### src/hw/rtl/assert_macros.svh
// ---------------------------------------------------------------------------
// Assertion macros
// Concurrent assertion forms for the field parser RTL.
// ---------------------------------------------------------------------------
`ifndef ASSERT_MACROS_SVH
`define ASSERT_MACROS_SVH

// A property that must hold at every clock edge outside reset.
`define PFP_ASSERT(label, clk, rstn, prop, msg) \
    label: assert property (@(posedge clk) disable iff (!(rstn)) (prop)) else $error(msg);

// An implication checked in the same cycle.
`define PFP_ASSERT_IMPL(label, clk, rstn, ante, cons, msg) \
    label: assert property (@(posedge clk) disable iff (!(rstn)) (ante) |-> (cons)) \
        else $error(msg);

// An implication checked in the following cycle.
`define PFP_ASSERT_NEXT(label, clk, rstn, ante, cons, msg) \
    label: assert property (@(posedge clk) disable iff (!(rstn)) (ante) |=> (cons)) \
        else $error(msg);

`endif

### src/hw/rtl/pfp_pkg.sv
// ---------------------------------------------------------------------------
// Field parser package
// Constants, codes and types shared by the field parser modules.
// ---------------------------------------------------------------------------
`default_nettype none

package pfp_pkg;

    localparam int MAX_FIELDS  = 16;
    localparam int OFFSET_BITS = 16;
    localparam int NUM_IDS     = 16;
    localparam int QUEUE_DEPTH = 4;
    localparam int QUEUE_PTR_W = $clog2(QUEUE_DEPTH);
    localparam int CFG_IDX_W   = 3;

    localparam logic [OFFSET_BITS-1:0] OFFSET_MAX = {OFFSET_BITS{1'b1}};

    localparam logic [1:0] PH_TAG    = 2'd0;
    localparam logic [1:0] PH_VARINT = 2'd1;
    localparam logic [1:0] PH_SKIP   = 2'd2;

    localparam logic [2:0] WT_LEN = 3'd2;

    localparam logic [2:0] ST_OK       = 3'd0;
    localparam logic [2:0] ST_BAD_TAG  = 3'd1;
    localparam logic [2:0] ST_TRUNC    = 3'd2;
    localparam logic [2:0] ST_MISMATCH = 3'd3;
    localparam logic [2:0] ST_OVERRUN  = 3'd4;
    localparam logic [2:0] ST_REQUIRED = 3'd5;

    localparam logic RES_FIELD  = 1'b0;
    localparam logic RES_STATUS = 1'b1;

    localparam logic [CFG_IDX_W-1:0] CFG_FIELD_COUNT = 3'd0;
    localparam logic [CFG_IDX_W-1:0] CFG_FIELD_TYPES = 3'd1;
    localparam logic [CFG_IDX_W-1:0] CFG_EXPECTED_0  = 3'd2;
    localparam logic [CFG_IDX_W-1:0] CFG_EXPECTED_1  = 3'd3;
    localparam logic [CFG_IDX_W-1:0] CFG_EXPECTED_2  = 3'd4;
    localparam logic [CFG_IDX_W-1:0] CFG_EXPECTED_3  = 3'd5;

    typedef struct packed {
        logic       present;
        logic       eom;
        logic       cont;
        logic [6:0] low7;
        logic [4:0] tag_id;
        logic [2:0] tag_wtype;
    } pfp_item_t;

    typedef struct packed {
        logic        kind;
        logic [3:0]  id;
        logic [31:0] value;
        logic [15:0] offset;
        logic [2:0]  status;
        logic        last;
    } pfp_result_t;

    typedef struct packed {
        logic [4:0]               field_count;
        logic [63:0]              field_types;
        logic [NUM_IDS-1:0][15:0] expected;
    } pfp_cfg_t;

endpackage

`default_nettype wire

### src/hw/rtl/pfp_front.sv
// ---------------------------------------------------------------------------
// Field parser front end
// Accepts message bytes, splits them into tag and varint views and
// registers each item for the queue.
// ---------------------------------------------------------------------------
`default_nettype none

module pfp_front (
    input  wire logic              aclk,
    input  wire logic              aresetn,
    input  wire logic              s_valid,
    output logic                   s_ready,
    input  wire logic [7:0]        s_data_byte,
    input  wire logic              s_byte_present,
    input  wire logic              s_end_of_message,
    output logic                   push_valid,
    input  wire logic              push_ready,
    output pfp_pkg::pfp_item_t     push_item
);
    import pfp_pkg::*;

    logic      valid_reg, valid_next;
    pfp_item_t item_reg, item_next;

    assign s_ready    = !valid_reg || push_ready;
    assign push_valid = valid_reg;
    assign push_item  = item_reg;

    always_comb begin
        valid_next = valid_reg;
        item_next  = item_reg;
        if (s_valid && s_ready) begin
            valid_next          = 1'b1;
            item_next.present   = s_byte_present;
            item_next.eom       = s_end_of_message;
            item_next.cont      = s_data_byte[7];
            item_next.low7      = s_data_byte[6:0];
            item_next.tag_id    = s_data_byte[7:3];
            item_next.tag_wtype = s_data_byte[2:0];
        end else if (push_ready) begin
            valid_next = 1'b0;
        end
    end

    always_ff @(posedge aclk) begin
        if (!aresetn) begin
            valid_reg <= 1'b0;
        end else begin
            valid_reg <= valid_next;
        end
        item_reg <= item_next;
    end

endmodule

`default_nettype wire

### src/hw/rtl/pfp_queue.sv
// ---------------------------------------------------------------------------
// Field parser item queue
// Short first-in first-out queue of classified items between the front
// end and the parse engine.
// ---------------------------------------------------------------------------
`default_nettype none

module pfp_queue (
    input  wire logic              aclk,
    input  wire logic              aresetn,
    input  wire logic              push_valid,
    output logic                   push_ready,
    input  wire pfp_pkg::pfp_item_t push_item,
    output logic                   pop_valid,
    input  wire logic              pop_ready,
    output pfp_pkg::pfp_item_t     pop_item
);
    import pfp_pkg::*;

    pfp_item_t              mem_reg [QUEUE_DEPTH];
    logic [QUEUE_PTR_W-1:0] wr_ptr_reg, rd_ptr_reg;
    logic [QUEUE_PTR_W:0]   count_reg;
    logic                   do_push, do_pop;

    assign push_ready = count_reg != (QUEUE_PTR_W+1)'(QUEUE_DEPTH);
    assign pop_valid  = count_reg != '0;
    assign pop_item   = mem_reg[rd_ptr_reg];
    assign do_push    = push_valid && push_ready;
    assign do_pop     = pop_valid && pop_ready;

    always_ff @(posedge aclk) begin
        if (!aresetn) begin
            wr_ptr_reg <= '0;
            rd_ptr_reg <= '0;
            count_reg  <= '0;
        end else begin
            if (do_push) begin
                wr_ptr_reg <= wr_ptr_reg + 1'b1;
            end
            if (do_pop) begin
                rd_ptr_reg <= rd_ptr_reg + 1'b1;
            end
            if (do_push && !do_pop) begin
                count_reg <= count_reg + 1'b1;
            end else if (!do_push && do_pop) begin
                count_reg <= count_reg - 1'b1;
            end
        end
        if (do_push) begin
            mem_reg[wr_ptr_reg] <= push_item;
        end
    end

endmodule

`default_nettype wire

### src/hw/rtl/pfp_back.sv
// ---------------------------------------------------------------------------
// Field parser engine
// Runs the tag, varint and payload skip phases on queued items and holds
// up to two results for the output channel.
// ---------------------------------------------------------------------------
`default_nettype none

`include "assert_macros.svh"

module pfp_back (
    input  wire logic               aclk,
    input  wire logic               aresetn,
    input  wire pfp_pkg::pfp_cfg_t  cfg,
    input  wire logic               pop_valid,
    output logic                    pop_ready,
    input  wire pfp_pkg::pfp_item_t pop_item,
    output logic                    m_valid,
    input  wire logic               m_ready,
    output logic                    m_result_kind,
    output logic [3:0]              m_field_id,
    output logic [31:0]             m_field_value,
    output logic [15:0]             m_payload_offset,
    output logic [2:0]              m_status,
    output logic                    m_last_result
);
    import pfp_pkg::*;

    logic                   load_pending_reg, load_pending_next;
    logic [1:0]             phase_reg, phase_next;
    logic [3:0]             field_reg, field_next;
    logic [2:0]             wtype_reg, wtype_next;
    logic [31:0]            accum_reg, accum_next;
    logic [5:0]             shift_reg, shift_next;
    logic [31:0]            skip_reg, skip_next;
    logic [NUM_IDS-1:0]     found_reg, found_next;
    logic [OFFSET_BITS-1:0] offset_reg, offset_next;
    logic [2:0]             err_reg, err_next;
    logic [31:0]            seen_reg [NUM_IDS];

    logic [1:0]             out_count_reg, out_count_next;
    pfp_result_t            ob0_reg, ob0_next, ob1_reg, ob1_next;

    logic                   take_item, out_pop;
    logic [1:0]             phase_cur;
    logic [NUM_IDS-1:0]     found_cur;
    logic [OFFSET_BITS-1:0] offset_cur, pay_off;
    logic [2:0]             err_cur;
    logic [4:0]             eff_count;
    logic                   tag_bad;
    logic [31:0]            shifted, acc_new, seen_cur, skip_dec;
    logic                   seen_we;
    logic [NUM_IDS-1:0]     req_mask;
    logic                   rep_valid;
    pfp_result_t            rep, stat;

    assign out_pop   = m_valid && m_ready;
    assign take_item = pop_valid &&
                       ((out_count_reg == 2'd0) || (out_count_reg == 2'd1 && out_pop));
    assign pop_ready = take_item;

    assign m_valid          = out_count_reg != 2'd0;
    assign m_result_kind    = ob0_reg.kind;
    assign m_field_id       = ob0_reg.id;
    assign m_field_value    = ob0_reg.value;
    assign m_payload_offset = ob0_reg.offset;
    assign m_status         = ob0_reg.status;
    assign m_last_result    = ob0_reg.last;

    assign eff_count = (cfg.field_count > 5'(MAX_FIELDS)) ? 5'(MAX_FIELDS) : cfg.field_count;

    always_comb begin
        phase_cur  = load_pending_reg ? PH_TAG : phase_reg;
        found_cur  = load_pending_reg ? '0 : found_reg;
        offset_cur = load_pending_reg ? '0 : offset_reg;
        err_cur    = load_pending_reg ? ST_OK : err_reg;

        load_pending_next = load_pending_reg;
        phase_next  = phase_reg;
        field_next  = field_reg;
        wtype_next  = wtype_reg;
        accum_next  = accum_reg;
        shift_next  = shift_reg;
        skip_next   = skip_reg;
        found_next  = found_reg;
        offset_next = offset_reg;
        err_next    = err_reg;
        seen_we     = 1'b0;
        rep_valid   = 1'b0;
        pay_off     = '0;

        tag_bad  = (pop_item.tag_id >= eff_count) ||
                   (pop_item.tag_wtype != cfg.field_types[{pop_item.tag_id[3:0], 2'b00} +: 3]);
        shifted  = {25'b0, pop_item.low7} << shift_reg;
        acc_new  = (shift_reg < 6'd32) ? (accum_reg | shifted) : accum_reg;
        seen_cur = seen_reg[field_reg];
        skip_dec = (skip_reg != '0) ? skip_reg - 1'b1 : skip_reg;

        for (int i = 0; i < NUM_IDS; i++) begin
            req_mask[i] = cfg.field_types[4*i+3] && (5'(i) < eff_count);
        end

        if (take_item) begin
            phase_next        = phase_cur;
            found_next        = found_cur;
            offset_next       = offset_cur;
            err_next          = err_cur;
            load_pending_next = 1'b0;

            if (pop_item.present && err_cur == ST_OK) begin
                case (phase_cur)
                    PH_TAG: begin
                        if (tag_bad) begin
                            err_next = ST_BAD_TAG;
                        end else begin
                            found_next[pop_item.tag_id[3:0]] = 1'b1;
                            field_next = pop_item.tag_id[3:0];
                            wtype_next = pop_item.tag_wtype;
                            accum_next = '0;
                            shift_next = '0;
                            phase_next = PH_VARINT;
                        end
                    end
                    PH_VARINT: begin
                        accum_next = acc_new;
                        if (shift_reg < 6'd32) begin
                            shift_next = shift_reg + 6'd7;
                        end
                        if (!pop_item.cont) begin
                            if (seen_cur != '0 && seen_cur != acc_new) begin
                                err_next = ST_MISMATCH;
                            end else begin
                                seen_we    = 1'b1;
                                rep_valid  = 1'b1;
                                phase_next = PH_TAG;
                                if (wtype_reg == WT_LEN) begin
                                    pay_off   = (offset_cur != OFFSET_MAX) ?
                                                offset_cur + 1'b1 : OFFSET_MAX;
                                    skip_next = acc_new;
                                    if (acc_new != '0) begin
                                        phase_next = PH_SKIP;
                                    end
                                end
                            end
                        end
                    end
                    default: begin
                        skip_next = skip_dec;
                        if (skip_dec == '0) begin
                            phase_next = PH_TAG;
                        end
                    end
                endcase
            end

            if (pop_item.present && offset_cur != OFFSET_MAX) begin
                offset_next = offset_cur + 1'b1;
            end

            if (pop_item.eom) begin
                load_pending_next = 1'b1;
                if (err_next == ST_OK) begin
                    if (phase_next == PH_VARINT) begin
                        err_next = ST_TRUNC;
                    end else if (phase_next == PH_SKIP && skip_next != '0) begin
                        err_next = ST_OVERRUN;
                    end else if ((req_mask & ~found_next) != '0) begin
                        err_next = ST_REQUIRED;
                    end
                end
            end
        end

        rep.kind   = RES_FIELD;
        rep.id     = field_reg;
        rep.value  = acc_new;
        rep.offset = 16'(pay_off);
        rep.status = ST_OK;
        rep.last   = 1'b0;

        stat.kind   = RES_STATUS;
        stat.id     = '0;
        stat.value  = '0;
        stat.offset = '0;
        stat.status = err_next;
        stat.last   = 1'b1;

        out_count_next = out_count_reg;
        ob0_next       = ob0_reg;
        ob1_next       = ob1_reg;
        if (take_item) begin
            out_count_next = 2'({1'b0, rep_valid} + {1'b0, pop_item.eom});
            ob0_next       = rep_valid ? rep : stat;
            ob1_next       = stat;
        end else if (out_pop) begin
            out_count_next = out_count_reg - 1'b1;
            ob0_next       = ob1_reg;
        end
    end

    always_ff @(posedge aclk) begin
        if (!aresetn) begin
            load_pending_reg <= 1'b1;
            phase_reg        <= PH_TAG;
            field_reg        <= '0;
            wtype_reg        <= '0;
            accum_reg        <= '0;
            shift_reg        <= '0;
            skip_reg         <= '0;
            found_reg        <= '0;
            offset_reg       <= '0;
            err_reg          <= ST_OK;
            out_count_reg    <= '0;
        end else begin
            load_pending_reg <= load_pending_next;
            phase_reg        <= phase_next;
            field_reg        <= field_next;
            wtype_reg        <= wtype_next;
            accum_reg        <= accum_next;
            shift_reg        <= shift_next;
            skip_reg         <= skip_next;
            found_reg        <= found_next;
            offset_reg       <= offset_next;
            err_reg          <= err_next;
            out_count_reg    <= out_count_next;
        end
        ob0_reg <= ob0_next;
        ob1_reg <= ob1_next;
    end

    always_ff @(posedge aclk) begin
        if (take_item && load_pending_reg) begin
            for (int i = 0; i < NUM_IDS; i++) begin
                seen_reg[i] <= {16'b0, cfg.expected[i]};
            end
        end else if (seen_we) begin
            seen_reg[field_reg] <= acc_new;
        end
    end

    `PFP_ASSERT_NEXT(a_err_sticky, aclk, aresetn,
                     (err_reg != ST_OK && !load_pending_reg), (err_reg == $past(err_reg)),
                     "error code changed before the message ended")
    `PFP_ASSERT_IMPL(a_skip_nonzero, aclk, aresetn,
                     (phase_reg == PH_SKIP && !load_pending_reg), (skip_reg != '0),
                     "skip phase with nothing left to skip")
    `PFP_ASSERT(a_shift_limit, aclk, aresetn, (shift_reg <= 6'd35),
                "varint shift ran past its limit")
    `PFP_ASSERT_IMPL(a_second_is_status, aclk, aresetn, (out_count_reg == 2'd2),
                     (ob1_reg.kind == RES_STATUS && ob0_reg.kind == RES_FIELD),
                     "two held results are not a report then a status")

endmodule

`default_nettype wire

### src/hw/rtl/protobuf_field_parser_unit.sv
// ---------------------------------------------------------------------------
// Protobuf field parser unit
// Byte-wise parser of single-byte-tag Protobuf messages with per-field
// type, required and expected value checks.
// ---------------------------------------------------------------------------
// Usage:
// The s_ channel takes one message byte per item, with byte_present and
// end_of_message flags; the m_ channel gives field reports and one final
// status item per message. Both use valid and ready.
// Configuration is written through cfg_wr_en, cfg_index and cfg_data while
// the unit is idle; registers take effect at the next message.
// Throughput is one input item per cycle while m_ready is high and no item
// gives two results. An item passes an input register, a four-entry queue
// and the engine's result buffer before its results are visible. An item
// that completes a field and ends the message gives two results, which leave
// in turn; the engine takes the next item once its result buffer is drained.
// When the receiver stalls, results wait in the engine's two-entry buffer,
// then the queue and the input register fill and s_ready falls.
// Reset clears the queue, the buffer and the parse state and loads the
// register reset values; no clearing pass is needed.
// ---------------------------------------------------------------------------
`default_nettype none

module protobuf_field_parser_unit (
    input  wire logic                          aclk,
    input  wire logic                          aresetn,
    input  wire logic                          cfg_wr_en,
    input  wire logic [pfp_pkg::CFG_IDX_W-1:0] cfg_index,
    input  wire logic [63:0]                   cfg_data,
    input  wire logic                          s_valid,
    output logic                               s_ready,
    input  wire logic [7:0]                    s_data_byte,
    input  wire logic                          s_byte_present,
    input  wire logic                          s_end_of_message,
    output logic                               m_valid,
    input  wire logic                          m_ready,
    output logic                               m_result_kind,
    output logic [3:0]                         m_field_id,
    output logic [31:0]                        m_field_value,
    output logic [15:0]                        m_payload_offset,
    output logic [2:0]                         m_status,
    output logic                               m_last_result
);
    import pfp_pkg::*;

    logic [4:0]       field_count_reg;
    logic [63:0]      field_types_reg;
    logic [3:0][63:0] expected_reg;
    pfp_cfg_t         cfg;

    logic      push_valid, push_ready, pop_valid, pop_ready;
    pfp_item_t push_item, pop_item;

    always_ff @(posedge aclk) begin
        if (!aresetn) begin
            field_count_reg <= 5'd16;
            field_types_reg <= '0;
            expected_reg    <= '0;
        end else if (cfg_wr_en) begin
            case (cfg_index)
                CFG_FIELD_COUNT: field_count_reg <= cfg_data[4:0];
                CFG_FIELD_TYPES: field_types_reg <= cfg_data;
                CFG_EXPECTED_0:  expected_reg[0] <= cfg_data;
                CFG_EXPECTED_1:  expected_reg[1] <= cfg_data;
                CFG_EXPECTED_2:  expected_reg[2] <= cfg_data;
                CFG_EXPECTED_3:  expected_reg[3] <= cfg_data;
                default: begin
                end
            endcase
        end
    end

    assign cfg.field_count = field_count_reg;
    assign cfg.field_types = field_types_reg;
    assign cfg.expected    = expected_reg;

    pfp_front u_front (
        .aclk             (aclk),
        .aresetn          (aresetn),
        .s_valid          (s_valid),
        .s_ready          (s_ready),
        .s_data_byte      (s_data_byte),
        .s_byte_present   (s_byte_present),
        .s_end_of_message (s_end_of_message),
        .push_valid       (push_valid),
        .push_ready       (push_ready),
        .push_item        (push_item)
    );

    pfp_queue u_queue (
        .aclk       (aclk),
        .aresetn    (aresetn),
        .push_valid (push_valid),
        .push_ready (push_ready),
        .push_item  (push_item),
        .pop_valid  (pop_valid),
        .pop_ready  (pop_ready),
        .pop_item   (pop_item)
    );

    pfp_back u_back (
        .aclk             (aclk),
        .aresetn          (aresetn),
        .cfg              (cfg),
        .pop_valid        (pop_valid),
        .pop_ready        (pop_ready),
        .pop_item         (pop_item),
        .m_valid          (m_valid),
        .m_ready          (m_ready),
        .m_result_kind    (m_result_kind),
        .m_field_id       (m_field_id),
        .m_field_value    (m_field_value),
        .m_payload_offset (m_payload_offset),
        .m_status         (m_status),
        .m_last_result    (m_last_result)
    );

endmodule

`default_nettype wire
### config.mk
export PLATFORM = sky130hd
export DESIGN_NAME = protobuf_field_parser_unit
export DESIGN_NICKNAME = d
export VERILOG_FILES = /design/src/hw/rtl/pfp_pkg.sv /design/src/hw/rtl/pfp_front.sv /design/src/hw/rtl/pfp_queue.sv /design/src/hw/rtl/pfp_back.sv /design/src/hw/rtl/protobuf_field_parser_unit.sv
export VERILOG_INCLUDE_DIRS = /design/src /design/src/hw/rtl
export SDC_FILE = /design/constraint.sdc
export NUM_CORES = 2
export LEC_CHECK = 0
export BUFFER_PORTS_ARGS = -buffer_cell sky130_fd_sc_hd__buf_4
export CAP_MARGIN = 10
export CORE_MARGIN = 3
export CORE_UTILIZATION = 30
export DETAILED_ROUTE_END_ITERATION = 16
export GPL_TIMING_DRIVEN = 0
export PLACE_DENSITY = 0.44
export SLEW_MARGIN = 20
export SYNTH_ARGS = -nofsm -noshare
export SYNTH_HDL_FRONTEND = slang
export SYNTH_SLANG_ARGS = --single-unit
### constraint.sdc
create_clock -name aclk -period 13.1 [get_ports aclk]
set_clock_uncertainty 0.15 [all_clocks]
set_input_delay 0 -clock aclk [delete_from_list [all_inputs] [get_ports aclk]]
set_output_delay 0 -clock aclk [all_outputs]
set_load 0.03 [all_outputs]
==> flow_summary.yaml <==
placed_design:
  detailedPlacementHpwl_um: 174000
  port_buffers: 138
  finalWeightedCongestion: 0.970
  place_ws_ns: 4.25
  placed_cell_area_sq_um: 54000
cts:
  clock_tree_from_tritoncts: "yes"
  clk_tree_root_cell: "sky130_fd_sc_hd__clkbuf_16"
  maximum_level_of_the_cts_h_tree: 3
  post-cts-setup-buffers: 0
  max_buffers_root_to_sink: 3
  cts.reportedPaths.clkPinSlew_ns: 0.06
  cts_made_buffers: 120
  clk_latency_ns: 0.79
  clkSinkCount: 1077
synthesis:
  postSynth.topFlopCell: "sky130_fd_sc_hd__edfxtp_1"
  postSynthCellCount: 4967
  mappedNetlistArea_sq_um: 49700
  synth_async_sr_flop_share_pct: 0
  yosys_register_bits: 1077
  synth_nets: 5067
  yosys_warnings: 0
  yosysSeqAreaShare_pct: 55.9
  syn-mean-instance-area_sq_um: 10.0
  count_of_cell_types_in_the_netlist: 96
  synth_edf_count: 621
grt:
  grt_util_all_layers_pct: 27.2
  largest_net_degree_at_the_start_of_global_routing: 37
  grt_overflow_total: 0
  first_pass_grt_wire_length_um: 325000
  antenna_found_initial: 14
  first_global_vias: 40400
floorplan:
  floorplan.initialDensity_pct: 30.4
  coreArea_sq_um: 164000
  std_cell_rows: 148
  design.die.area_sq_um: 171000
  die_height_um: 413
  top_level_port_count: 141
  die-width_um: 413
sta:
  worstMarginPinSlew_ns: 1.25
  whs_ns: 0.0432
  fmax_ghz: 0.111
  timing.slew.headroom_pct: 16.9
  grt_setup_unrepaired: "no"
  final.setup.worst_slack_ns: 4.11
  timing.final.setup_violations: 0
  final.min_clock_period_ns: 8.99
  setup-tns-final_ns: 0
  number_of_pins_exceeding_their_max_slew_limit_in_the_final_report: 0
  min_period_over_period_pct: 68.6
  final-hold-violation-count: 0
critical_path:
  cp_slowest_cell: "sky130_fd_sc_hd__buf_1"
  cp_max_fo: 32
  worst_ep_arrival_time_ns: 9.13
  worst-endpoint-required_ns: 13.24
  worst-setup-path-type: "reg2reg"
  critical_path.endpoint_type: "register"
  critical-path-max-stage-delay_ns: 0.97
  worstPathCellList: "buf_2 -> buf_2 -> buf_2 -> buf_1 -> mux4_2 -> nand2_1 -> a31oi_1 -> nor3_1 -> nand4_1 -> or2_2 -> clkbuf_1 -> o21a_1 -> buf_6 -> or4_4 -> buf_6 -> clkinv_4 -> and2_1 -> nand3_1 -> clkbuf_1 -> buf_1 -> nand2_4"
  crit_family: "buffers and inverters"
  critPathBufInv: 10
  crit_path_frequent_cell: "sky130_fd_sc_hd__buf_2"
  critical_path.startpoint_type: "register"
finish:
  final-seq-area_sq_um: 27800
  fill_cell_instance_count_of_the_final_layout: 16700
  layout_common_cells: "sky130_fd_sc_hd__nand2_1 (1069), sky130_fd_sc_hd__edfxtp_1 (621), sky130_fd_sc_hd__nor2_1 (514)"
  syn_to_final_growth_pct: 20.3
  finalInstanceArea_sq_um: 59800
  area_used_by_multi_input_combinational_logic_sq_um: 20100
  final_nets: 5520
  largest_register_ffs: 512
  drive_gt1_share_pct: 11.5
  layout_commonest_cell: "sky130_fd_sc_hd__nand2_1"
min_path:
  min-delay-path-class: "in2reg"
  hold_path.startpoint: "cfg_data[58]"
route:
  drt_drc_violations_left: 0
  initial_drt_pass_iterations: 8
  route.detailed.vias_per_inst: 5.57
  wl_per_cell_um: 30.8
  routed-via-count: 42900
  ant_nets: 0
  wirelength_um: 238000
  first_iter_violations: 5188
power:
  total_power_mw: 13.2
  vdd_ir_drop_max_mv: 0.131
  leakagePower_nw: 19.5
  cellPowerDensity_nw_per_um2: 221
flow_run:
  timing.max_cap.violations: 0
outcome:
  run_status: "finished, final reports clean"
-- repair_timing --
action | 4_1_cts | 5_1_grt
hold buffers | 171 | 0
resized for setup | 0 | 0
endpoints found under the setup margin | 0 | 0
hold endpoints to repair | 377 | 0
-- layer usage --
metal | global-route usage [%] | vias to the layer above | wire, um
met5 | 0 | - | 0
met4 | 12.7 | 0 | 12800
met3 | 4.75 | 431 | 20100
met2 | 41.9 | 2222 | 105000
met1 | 37.2 | 21600 | 99600
li1 | - | 18700 | -
-- worst min-delay path, delay by kind of cell --
| kind | cells | cell delay (ns) |
|---|---|---|
| AOI/OAI and AO/OA | 1 | 0.05 |
| buffers and inverters | 2 | 0.74 |
| and+or+nand+nor | 1 | 0.07 |
-- area by class of cell --
type                    instances  area share [%]
plain buffers                 403            2.96
inverters                      56           0.360
multi-input cells            3431            33.6
flip-flops and latches       1077            46.5
well taps                    2175            4.55
diodes                          6          0.0251
repair buffers                331            5.26
clock buffers                 153            5.59
clock inverters                77            1.19
-- synth_stat cells, types with 25 or more instances --
| cell type | count | share of area [%] |
|---|---|---|
| sky130_fd_sc_hd__a22oi_1 | 65 | 0.98 |
| sky130_fd_sc_hd__mux4_2 | 119 | 5.4 |
| sky130_fd_sc_hd__mux2i_1 | 69 | 1.4 |
| sky130_fd_sc_hd__clkbuf_1 | 312 | 2.4 |
| sky130_fd_sc_hd__nor3_1 | 52 | 0.52 |
| sky130_fd_sc_hd__nor4_1 | 42 | 0.53 |
| sky130_fd_sc_hd__nand4_1 | 28 | 0.35 |
| sky130_fd_sc_hd__buf_2 | 38 | 0.38 |
| sky130_fd_sc_hd__xnor2_1 | 31 | 0.55 |
| sky130_fd_sc_hd__buf_1 | 27 | 0.20 |
| sky130_fd_sc_hd__nor2_1 | 515 | 3.9 |
| sky130_fd_sc_hd__nand2_1 | 1086 | 8.2 |
| sky130_fd_sc_hd__a31oi_1 | 25 | 0.31 |
| sky130_fd_sc_hd__and2_1 | 34 | 0.43 |
| sky130_fd_sc_hd__edfxtp_1 | 621 | 38 |
| sky130_fd_sc_hd__o21ai_0 | 315 | 3.2 |
| sky130_fd_sc_hd__inv_1 | 50 | 0.38 |
| sky130_fd_sc_hd__nor2b_1 | 39 | 0.49 |
| sky130_fd_sc_hd__dfxtp_1 | 456 | 18 |
| sky130_fd_sc_hd__a21oi_1 | 480 | 4.8 |
| sky130_fd_sc_hd__nand3_1 | 81 | 0.82 |
-- power breakdown --
part / total [mW] / internal, mW / switching (mW)
registers: 5.10 / 4.77 / 0.325
clock network: 3.52 / 1.97 / 1.54
logic: 4.58 / 1.25 / 3.32
-- final timing paths --
path / to / slack, ns / depth (start not counted)
setup / recovery: u_back.seen_reg[14][25] / 4.11 / 21
hold / removal: cfg[186] / 0.04 / 4
setup reg to reg: u_back.seen_reg[14][25] / 4.11 / 21
hold reg to reg: field_types_reg[20] / 0.30 / 2
-- kinds of logic after synthesis --
logic type | count (synthesis) | share of synthesized area, %
AO/OA/AOI/OAI | 1116 | 13.1
XOR/XNOR | 53 | 0.934
adder cells (fa/ha/maj) | 18 | 0.468
buffers and inverters | 459 | 3.97
flip-flops | 1077 | 55.9
multiplexers | 220 | 8.14
AND/OR/NAND/NOR | 2024 | 17.5
-- stage by stage --
step	utilization, %	instances
after global routing	36.5	7704
final	36.5	7709
after CTS	36.5	7702
after detailed placement	33.0	7301
after floorplan	-	4967
after global placement	32.6	7280
(Power assumes the default switching activity.)
